<file path="src/sv/nstf_pkg.sv">
package nstf_pkg;

    localparam int unsigned FRAC_BITS_DEF   = 32;
    localparam int unsigned COUNT_WIDTH_DEF = 16;
    localparam int unsigned LEN_WIDTH       = 16;
    localparam int unsigned VALUE_WIDTH     = 64;

    localparam logic [7:0] CH_ZERO  = 8'h30;
    localparam logic [7:0] CH_NINE  = 8'h39;
    localparam logic [7:0] CH_UA    = 8'h41;
    localparam logic [7:0] CH_UF    = 8'h46;
    localparam logic [7:0] CH_LA    = 8'h61;
    localparam logic [7:0] CH_LF    = 8'h66;
    localparam logic [7:0] CH_MINUS = 8'h2D;
    localparam logic [7:0] CH_PLUS  = 8'h2B;
    localparam logic [7:0] CH_DOT   = 8'h2E;
    localparam logic [7:0] CH_SPACE = 8'h20;
    localparam logic [7:0] CH_TAB   = 8'h09;
    localparam logic [7:0] CH_CR    = 8'h0D;

    // floor(x / 10) for any 32-bit x: (x * RECIP10) >> RECIP10_SHIFT
    localparam logic [31:0] RECIP10       = 32'hCCCC_CCCD;
    localparam int unsigned RECIP10_SHIFT = 35;

    typedef enum logic [1:0] {
        PH_IDLE = 2'd0,
        PH_INT  = 2'd1,
        PH_FRAC = 2'd2
    } t_phase;

    typedef struct packed {
        logic       ok;
        logic [3:0] val;
    } t_digit;

    function automatic t_digit nstf_digit(input logic [7:0] c, input logic hex);
        t_digit d;
        d.ok  = 1'b0;
        d.val = 4'd0;
        if (c >= CH_ZERO && c <= CH_NINE) begin
            d.ok  = 1'b1;
            d.val = 4'(c - CH_ZERO);
        end else if (hex && c >= CH_UA && c <= CH_UF) begin
            d.ok  = 1'b1;
            d.val = 4'(c - CH_UA) + 4'd10;
        end else if (hex && c >= CH_LA && c <= CH_LF) begin
            d.ok  = 1'b1;
            d.val = 4'(c - CH_LA) + 4'd10;
        end
        return d;
    endfunction

    function automatic logic nstf_is_space(input logic [7:0] c);
        return (c == CH_SPACE) || (c >= CH_TAB && c <= CH_CR);
    endfunction

endpackage

</file>
<file path="src/sv/numeric_string_to_fixed_unit.sv">
// Streaming number parser: one ASCII character per word, base 10 or 16 set by the
// configuration register, value returned as signed fixed point with FRAC_BITS fraction
// bits. The block takes one character every cycle; a result word appears in the output
// register the cycle after the character that ends the number (or the stray character
// met between numbers) is accepted, and the next character is taken in that same cycle
// unless the output register is full and not being drained. The longest path per
// character is the base-10 place-scale update, a 32 x 32 multiply by a reciprocal.
module numeric_string_to_fixed_unit
    import nstf_pkg::*;
#(
    parameter int unsigned FRAC_BITS   = FRAC_BITS_DEF,
    parameter int unsigned COUNT_WIDTH = COUNT_WIDTH_DEF
) (
    input  logic                   i_clk,
    input  logic                   i_rst_n,
    input  logic                   i_cfg_valid,
    output logic                   o_cfg_ready,
    input  logic                   i_cfg_hex_base,
    input  logic                   i_valid,
    output logic                   o_ready,
    input  logic [7:0]             i_character,
    output logic                   o_valid,
    input  logic                   i_ready,
    output logic signed [VALUE_WIDTH-1:0] o_value,
    output logic [LEN_WIDTH-1:0]   o_consumed_length,
    output logic                   o_saturated
);

    localparam int unsigned IW     = VALUE_WIDTH - 1 - FRAC_BITS;
    localparam int unsigned LW     = (COUNT_WIDTH > LEN_WIDTH) ? COUNT_WIDTH : LEN_WIDTH;
    localparam logic [FRAC_BITS-1:0] SCALE10 = FRAC_BITS'((64'd1 << FRAC_BITS) / 64'd10);
    localparam logic [FRAC_BITS-1:0] SCALE16 = FRAC_BITS'(64'd1 << (FRAC_BITS - 4));
    localparam logic [VALUE_WIDTH-1:0] MAG_MAX = {1'b0, {(VALUE_WIDTH-1){1'b1}}};

    logic                     r_hex;
    t_phase                   r_phase,   n_phase;
    logic                     r_neg,     n_neg;
    logic [VALUE_WIDTH-1:0]   r_acc,     n_acc;
    logic [FRAC_BITS-1:0]     r_scale,   n_scale;
    logic [COUNT_WIDTH-1:0]   r_count,   n_count;
    logic                     r_ovf,     n_ovf;

    logic                     r_out_valid;
    logic [VALUE_WIDTH-1:0]   r_value,   n_value;
    logic [LEN_WIDTH-1:0]     r_len,     n_len;
    logic                     r_sat,     n_sat;

    logic                     accept;
    logic                     emit;
    logic                     in_idle;
    t_digit                   dig;
    logic [IW-1:0]            ip;
    logic [IW+4:0]            nip;
    logic [63:0]              div_prod;
    logic [FRAC_BITS+3:0]     frac_add;
    logic [FRAC_BITS-1:0]     scale_init;
    logic [LW-1:0]            count_ext;
    logic [VALUE_WIDTH-1:0]   mag;

    t_phase                   b_phase;
    logic                     b_neg;
    logic [VALUE_WIDTH-1:0]   b_acc;
    logic [FRAC_BITS-1:0]     b_scale;
    logic [COUNT_WIDTH-1:0]   b_count;
    logic                     b_ovf;

    assign o_cfg_ready = 1'b1;
    assign o_ready     = !r_out_valid || i_ready;
    assign accept      = i_valid && o_ready;

    assign o_valid           = r_out_valid;
    assign o_value           = r_value;
    assign o_consumed_length = r_len;
    assign o_saturated       = r_sat;

    assign dig        = nstf_digit(i_character, r_hex);
    assign in_idle    = !(r_phase == PH_INT || r_phase == PH_FRAC);
    assign scale_init = r_hex ? SCALE16 : SCALE10;

    // integer step: ip * base + digit, base 10 as shift-add
    assign ip  = r_acc[FRAC_BITS +: IW];
    assign nip = r_hex ? (((IW+5)'(ip)) << 4) + (IW+5)'(dig.val)
                       : (((IW+5)'(ip)) << 3) + (((IW+5)'(ip)) << 1) + (IW+5)'(dig.val);

    // fraction step
    assign frac_add = (FRAC_BITS+4)'(dig.val) * (FRAC_BITS+4)'(r_scale);
    assign div_prod = 64'(32'(r_scale)) * 64'(RECIP10);

    assign count_ext = LW'(r_count);
    assign mag       = r_acc & MAG_MAX;

    function automatic logic [COUNT_WIDTH-1:0] count_one(input logic [COUNT_WIDTH-1:0] c);
        return (c == {COUNT_WIDTH{1'b1}}) ? c : c + COUNT_WIDTH'(1);
    endfunction

    always_comb begin
        n_phase = r_phase;
        n_neg   = r_neg;
        n_acc   = r_acc;
        n_scale = r_scale;
        n_count = r_count;
        n_ovf   = r_ovf;
        emit    = 1'b0;
        n_value = r_value;
        n_sat   = r_sat;
        n_len   = (count_ext > LW'({LEN_WIDTH{1'b1}})) ? {LEN_WIDTH{1'b1}}
                                                       : count_ext[LEN_WIDTH-1:0];
        b_phase = r_phase;
        b_neg   = r_neg;
        b_acc   = r_acc;
        b_scale = r_scale;
        b_count = r_count;
        b_ovf   = r_ovf;

        if (!in_idle && dig.ok) begin
            n_count = count_one(r_count);
            if (!r_ovf) begin
                if (r_phase == PH_INT) begin
                    if (nip[IW+4:IW] != '0) begin
                        n_ovf = 1'b1;
                        n_acc = MAG_MAX;
                    end else begin
                        n_acc = {1'b0, nip[IW-1:0], {FRAC_BITS{1'b0}}};
                    end
                end else begin
                    n_acc   = r_acc + VALUE_WIDTH'(frac_add);
                    n_scale = r_hex ? (r_scale >> 4)
                                    : FRAC_BITS'(div_prod >> RECIP10_SHIFT);
                end
            end
        end else if (r_phase == PH_INT && i_character == CH_DOT) begin
            n_count = count_one(r_count);
            n_phase = PH_FRAC;
            n_scale = scale_init;
        end else begin
            // in a number this ends it: emit it, then restart from a cleared state
            if (!in_idle) begin
                emit    = 1'b1;
                n_value = r_neg ? (~mag + VALUE_WIDTH'(1)) : mag;
                n_sat   = r_ovf;
                b_phase = PH_IDLE;
                b_neg   = 1'b0;
                b_acc   = '0;
                b_scale = '0;
                b_count = '0;
                b_ovf   = 1'b0;
            end
            n_phase = b_phase;
            n_neg   = b_neg;
            n_acc   = b_acc;
            n_scale = b_scale;
            n_count = b_count;
            n_ovf   = b_ovf;
            if (nstf_is_space(i_character)) begin
                n_count = count_one(b_count);
            end else if (i_character == CH_MINUS || i_character == CH_PLUS) begin
                n_neg   = (i_character == CH_MINUS);
                n_phase = PH_INT;
                n_count = count_one(b_count);
            end else if (dig.ok) begin
                n_acc   = VALUE_WIDTH'(dig.val) << FRAC_BITS;
                n_phase = PH_INT;
                n_count = count_one(b_count);
            end else if (i_character == CH_DOT) begin
                n_phase = PH_FRAC;
                n_scale = scale_init;
                n_count = count_one(b_count);
            end else begin
                // stray character: report zero between numbers, drop it either way
                if (in_idle) begin
                    emit    = 1'b1;
                    n_value = '0;
                    n_sat   = 1'b0;
                end
                n_phase = PH_IDLE;
                n_neg   = 1'b0;
                n_acc   = '0;
                n_scale = '0;
                n_count = '0;
                n_ovf   = 1'b0;
            end
        end
    end

    always_ff @(posedge i_clk) begin
        if (!i_rst_n) begin
            r_hex       <= 1'b0;
            r_phase     <= PH_IDLE;
            r_neg       <= 1'b0;
            r_acc       <= '0;
            r_scale     <= '0;
            r_count     <= '0;
            r_ovf       <= 1'b0;
            r_out_valid <= 1'b0;
        end else begin
            if (i_cfg_valid) begin
                r_hex <= i_cfg_hex_base;
            end
            if (accept) begin
                r_phase <= n_phase;
                r_neg   <= n_neg;
                r_acc   <= n_acc;
                r_scale <= n_scale;
                r_count <= n_count;
                r_ovf   <= n_ovf;
            end
            if (accept && emit) begin
                r_out_valid <= 1'b1;
            end else if (i_ready) begin
                r_out_valid <= 1'b0;
            end
        end
    end

    // result word, loaded only when a new word is emitted
    always_ff @(posedge i_clk) begin
        if (accept && emit) begin
            r_value <= n_value;
            r_len   <= n_len;
            r_sat   <= n_sat;
        end
    end

endmodule
</file>
<file path="config.mk">
export PLATFORM = sky130hd
export DESIGN_NAME = numeric_string_to_fixed_unit
export DESIGN_NICKNAME = d
export VERILOG_FILES = /design/src/sv/nstf_pkg.sv /design/src/sv/numeric_string_to_fixed_unit.sv
export SDC_FILE = /design/constraint.sdc
export NUM_CORES = 2
export LEC_CHECK = 0
export ABC_CLOCK_PERIOD_IN_PS = 7400
export BUFFER_PORTS_ARGS = -buffer_cell sky130_fd_sc_hd__buf_2
export CAP_MARGIN = 0
export CORE_ASPECT_RATIO = 0.9
export CORE_MARGIN = 4
export CORE_UTILIZATION = 50
export CTS_CLUSTER_DIAMETER = 60
export DETAILED_ROUTE_END_ITERATION = 16
export GPL_TIMING_DRIVEN = 0
export PLACE_DENSITY = 0.74
export SLEW_MARGIN = 20
export SYNTH_ARGS = -nofsm -noshare
export SYNTH_HDL_FRONTEND = slang
export SYNTH_SLANG_ARGS = --single-unit
export TNS_END_PERCENT = 30
</file>
<file path="constraint.sdc">
create_clock -name i_clk -period 7.4 [get_ports i_clk]
set_input_delay 0.74 -clock i_clk [delete_from_list [all_inputs] [get_ports i_clk]]
set_output_delay 0.74 -clock i_clk [all_outputs]
set_load 0.05 [all_outputs]
</file>
== Word level (Yosys, flattened, before mapping) ==
Index checks and enable logic that the tools add are counted.
Storage, ports and cells
  output and inout bits: 84
  bits in registers: 199
Operators by class
  bitwise operators: 3
  mux-type cells: 80
  multipliers: 2
  reductions and logical operators: 23
  equal/unequal tests: 12
  $add $sub $neg: 12
  $lt $le $gt $ge: 9
Operators by type and width (count)
  $mux W64: 16
  $mux W32: 8
  $mux W16: 11
  $add A35 B4 Y36: 2
  $add A64 B1 Y64 const B: 1
  $add A64 B36 Y64: 1
  $mul A32 B32 Y64 const B: 1
  $not A63 Y64: 1
  $mux W63: 1
  $mux W29: 2
  $mul A4 B32 Y36: 1
  $mux W36: 1
  $add A34 B32 Y35: 1
  $add A16 B1 Y16 const B: 2
  $eq A16 B16 Y1 const B: 2
  $eq A8 B6 Y1 const B: 4
  $mux W1: 31
  $mux W28: 1
  $ge A8 B7 Y1 const B: 2
  $gt A16 B16 Y1 const B: 1
  $le A8 B7 Y1 const B: 2
  $mux W5: 3
  $reduce_and A3 Y1: 5
  $mux W2: 6
  17 further kinds: 35

== Longest topological paths before layout ==
  word-level depth: 16
  depth in mapped cells: 29
  depth with buffers taken out: 27

== Worst setup path before layout ==
No wires, ideal clock.
  kind: input-to-reg
  start point: input i_character[0]
  end point: register r_sat, in the netlist o_saturated, enable pin
  data required time: 6832 ps
  stages: 11
  arrival: 6969 ps
  buffers on the path: 2
  path slack: -137 ps
  cell sequence: inv_1 > ha_1 > nand2b_1 > a21oi_1 > o41ai_1 > or3_1 > nor2_1 > nor2_1 > buf_2 > buf_1 > nor3_1
Between the ends
  word-level cells in the longest chain between the ends: 13
  elaborated cells on any way between the ends: 35
  classes of those cells: 8 x order compare; 4 x eq/ne; 9 x mux; 2 x bitwise; 12 x reduce/logical
RTL lines
  start: declaration: line numeric_string_to_fixed_unit.sv:21  | input logic [7:0] i_character,
  $ge A8 B7 Y1: line nstf_pkg.sv:46  | end else if (hex && c >= CH_LA && c <= CH_LF) begin
  $logic_and A1 B1 Y1 (2 in a row): line nstf_pkg.sv:46
  $mux W5: line nstf_pkg.sv:46
  $mux W5: line nstf_pkg.sv:43  | end else if (hex && c >= CH_UA && c <= CH_UF) begin
  $mux W5: line nstf_pkg.sv:40  | if (c >= CH_ZERO && c <= CH_NINE) begin
  $mux W1: line numeric_string_to_fixed_unit.sv:160  | end else if (dig.ok) begin
  $mux W1: line numeric_string_to_fixed_unit.sv:156  | end else if (i_character == CH_MINUS || i_character == CH_PLUS) begin
  $mux W1: line numeric_string_to_fixed_unit.sv:154  | if (nstf_is_space(i_character)) begin
  $mux W1: line numeric_string_to_fixed_unit.sv:131  | end else if (r_phase == PH_INT && i_character == CH_DOT) begin
  $mux W1: line numeric_string_to_fixed_unit.sv:115  | if (!in_idle && dig.ok) begin
  $logic_and A1 B1 Y1: line numeric_string_to_fixed_unit.sv:217  | if (accept && emit) begin
  $reduce_and A3 Y1 (no source line) (*)
  end signal: assignment: line numeric_string_to_fixed_unit.sv:220  | r_sat <= n_sat;
  end: declaration: line numeric_string_to_fixed_unit.sv:46  | logic r_sat, n_sat;
Mark *: on every way between the ends. The rest lies on a longest branch, timed or not.
A chain may end at the register's enable or synchronous reset.

== Final worst setup path ==
  start point: register r_scale[6]
  end point: register r_scale[20]
Between the ends
  word-level cells in the longest chain between the ends: 5
RTL lines
  start: declaration: line numeric_string_to_fixed_unit.sv:39  | logic [FRAC_BITS-1:0] r_scale, n_scale;
  start signal: assignment: line numeric_string_to_fixed_unit.sv:203  | r_scale <= n_scale;
  $mul A32 B32 Y64: line numeric_string_to_fixed_unit.sv:87  | assign div_prod = 64'(32'(r_scale)) * 64'(RECIP10);
  $mux W29: line numeric_string_to_fixed_unit.sv:127  | n_scale = r_hex ? (r_scale >> 4)
  $mux W32: line numeric_string_to_fixed_unit.sv:118  | if (r_phase == PH_INT) begin
  $mux W32: line numeric_string_to_fixed_unit.sv:117  | if (!r_ovf) begin
  $mux W32: line numeric_string_to_fixed_unit.sv:115
Every way passes these cells. The select of a mux whose other input is x is not followed.

==> results.txt <==
DR vias -> 30653
routability cong. -> 1.022
overall power -> 4.863 mW
first drt pass iteration count -> 8
min-delay worst type -> reg -> reg
maximum vdd drop -> 0.1702 mV
unrepaired setup endpoints after global routing -> yes
vias per cell -> 5.858
CP endpoint kind -> flop
Die Wd -> 291.1 microns
Cell Area, Synth -> 36060 sq um
Starting Density -> 0.5039
final setup violation count -> 0
Slew headroom -> 0.1977
worst hold slack -> 430.6 ps
H-tree Lvls -> 4
Worst Path Arrival -> 7720 ps
Mapped Nets -> 5088
clk_skew -> 13.91 ps
async set or reset register ratio after synthesis -> 0
total die area -> 76480 sq um
pwr dens -> 123.6 nW/um^2
Crit Path Class -> reg -> reg
Clock transition at path regs -> 80 ps
FP Rows -> 93
Core ar. -> 71560 sq um
vias in the first global route -> 30398
Routed Antenna Nets -> 0
DRC viols -> 0
pin count of the biggest net entering global routing -> 22
grt total ovfl -> 0
crit path time final -> 7323 ps
layout cell share with drive strength beyond 1 -> 0.08592
number of diodes -> 0
Final Hold Fails -> 0
final cycle utilization of the critical path -> 0.9896
DR iter-0 viols -> 2957
ys flop type -> dfxtp_1
syn_area_per_cell -> 8.767 sq um
wire length of the first global-routing pass -> 174.8 mm
Syn-to-layout area delta -> 9.084%
clk buf depth -> 2
PortBufs -> 95
Synth Register Bits -> 198
CP startpoint kind -> flop
register area share after synthesis -> 0.1324
CTS tree -> done
Pleak -> 18.55 nW
Routed WL -> 113.7 mm
count of cell types in the netlist -> 90
Layout Nets -> 5245
num ports -> 98
Root Buffer -> clkbuf_16
Max FO, Critical Path -> 5
CTS Sinks -> 198
Synth Instances -> 4113
HPWL Detailed -> 94.08 mm
antenna violations before repair -> 0
status -> finished clean
cts bufs inserted -> 17
Ys Warns -> 0
Post-synth EDFFs -> 81
Tightest Pin Transition -> 1203 ps
Clock Latency Late Sink -> 470 ps
total track usage -> 0.2908
Max Freq -> 0.1365 GHz
die height -> 262.8 microns
DR WL/cell -> 21.74 microns
number of max-slew violations in the final report -> 0
Req. time, crit path -> 7800 ps
cts hold-fix bufs -> 0
max cap viols -> 0
-- critical path, cell delays in order, from the launching register on --
cell,delay [ps]
dfxtp_4,380
ha_2,480
fa_1,510
inv_1,100
fa_1,450
fa_2,640
inv_1,70
fa_1,470
fa_1,520
fa_1,440
fa_1,510
ha_2,330
a21oi_4,280
o22ai_1,200
o21ai_2,320
nand4_1,350
a31oi_4,310
nor2_2,90
a21boi_1,220
a21oi_1,140
nand3b_1,250
a21oi_1,170
-- synth_stat cells, types with 39 or more instances --
cell type,count,share of area
nor2_1,181,0.019
xnor2_1,97,0.024
o22ai_1,55,0.0095
a21o_1,45,0.0094
fa_1,510,0.28
nor2b_1,39,0.0068
dfxtp_1,117,0.065
o21ai_0,202,0.028
a211oi_1,41,0.0085
a22oi_1,50,0.010
inv_1,788,0.082
edfxtp_1,81,0.067
ha_1,451,0.16
nand4_1,42,0.0073
nor3_1,49,0.0068
and2_1,100,0.017
nand2_1,322,0.034
xor2_1,65,0.016
a21oi_1,224,0.031
nand3_1,73,0.010
clkbuf_1,126,0.013
-- worst paths after layout --
kind / startpoint / end / slack (ps) / depth (start not counted)
worst max-delay path: r_scale[6]$_SDFFE_PN0P_ / r_scale[20]$_SDFFE_PN0P_ / 80 / 21
worst min-delay path: count_ext[11]$_SDFFE_PN0P_ / o_consumed_length[11]$_DFFE_PP_ / 430 / 0
worst max register to register: r_scale[6]$_SDFFE_PN0P_ / r_scale[20]$_SDFFE_PN0P_ / 80 / 21
worst min register to register: count_ext[11]$_SDFFE_PN0P_ / o_consumed_length[11]$_DFFE_PP_ / 430 / 0
-- state kept, by name, summed over array words and instances (netlist names) --
register,flops
o_value,64
r_acc,63
r_scale,32
count_ext,16
o_consumed_length,16
r_phase,2
o_saturated,1
o_valid,1
r_hex,1
r_neg,1
r_ovf,1
-- where the power goes --
part	leakage (nW)	internal [mW]	switching [mW]	total, mW
registers	1.79	1.17	0.0503	1.22
logic	16.5	0.951	1.70	2.65
clock network	0.297	0.478	0.513	0.991
-- placed cells by master, fill, tap and decap left out, drive strengths merged, types with 14 or more instances in the layout --
| cell type | Yosys | final |
|---|---|---|
| inv | 789 | 798 |
| fa | 510 | 510 |
| ha | 451 | 451 |
| nand2 | 322 | 322 |
| a21oi | 255 | 255 |
| o21ai | 216 | 216 |
| nor2 | 184 | 184 |
| buf | 35 | 178 |
| clkbuf | 126 | 140 |
| dfxtp | 117 | 117 |
| and2 | 100 | 100 |
| xnor2 | 97 | 97 |
| edfxtp | 81 | 81 |
| nand3 | 75 | 75 |
| xor2 | 65 | 65 |
| o22ai | 55 | 55 |
| nor3 | 51 | 51 |
| a22oi | 50 | 50 |
| a21o | 45 | 45 |
| nand4 | 42 | 42 |
| a211oi | 41 | 41 |
| nor2b | 39 | 39 |
| and3 | 29 | 29 |
| o211ai | 28 | 28 |
| o21bai | 27 | 27 |
| nand2b | 24 | 24 |
| o31ai | 24 | 24 |
| or3 | 20 | 20 |
| o21a | 19 | 19 |
| a31oi | 18 | 18 |
| o221ai | 16 | 16 |
| nor4 | 14 | 14 |
-- layout make-up --
| cell class | count | area, sq um |
|---|---|---|
| flip-flops and latches | 198 | 4892 |
| well taps | 950 | 1189 |
| multi-input cells | 2965 | 28170 |
| inverters | 789 | 2970 |
| repair buffers | 143 | 865.8 |
| clock inverters | 13 | 146.4 |
| clock buffers | 19 | 454.2 |
| plain buffers | 156 | 643.1 |
| fillers | 6432 | 32230 |
-- stage by stage --
| stage | util | instance area (sq um) | TNS (ps) | setup slack [ps] | cells |
|---|---|---|---|---|---|
| 2_1_floorplan | - | 36060 | 0 | 720.2 | 4113 |
| 3_3_place_gp | 0.5272 | 37730 | -58830 | -1288 | 5158 |
| 3_5_place_dp | 0.5283 | 37810 | -46760 | -1257 | 5163 |
| 4_1_cts | 0.5422 | 38800 | 0 | 23.79 | 5199 |
| 5_1_grt | 0.5496 | 39330 | -300.6 | -86.85 | 5233 |
| 6_report | 0.5496 | 39330 | 0 | 76.63 | 5233 |
-- layer usage --
layer | part of all wire | track usage
met3 | 0.10 | 0.06777
met4 | 0.041 | 0.1139
met2 | 0.44 | 0.4445
met5 | 0 | 0
met1 | 0.42 | 0.4014
-- kinds of logic after synthesis --
logic type	share of synthesized area
other cells	0.0001040
buf+inv	0.1002
compound gates	0.1596
xor+xnor	0.03935
simple gates	0.1267
flops	0.1324
mux	0.001978
fa+ha+maj	0.4396
-- repair_timing --
item | CTS | global route
gates resized for setup | 123 | 57
buffers inserted | 4 | 39
endpoints found under the setup margin | 56 | 46
pin swaps | 2 | 9
No activity file was read; power rests on OpenSTA's default activity.
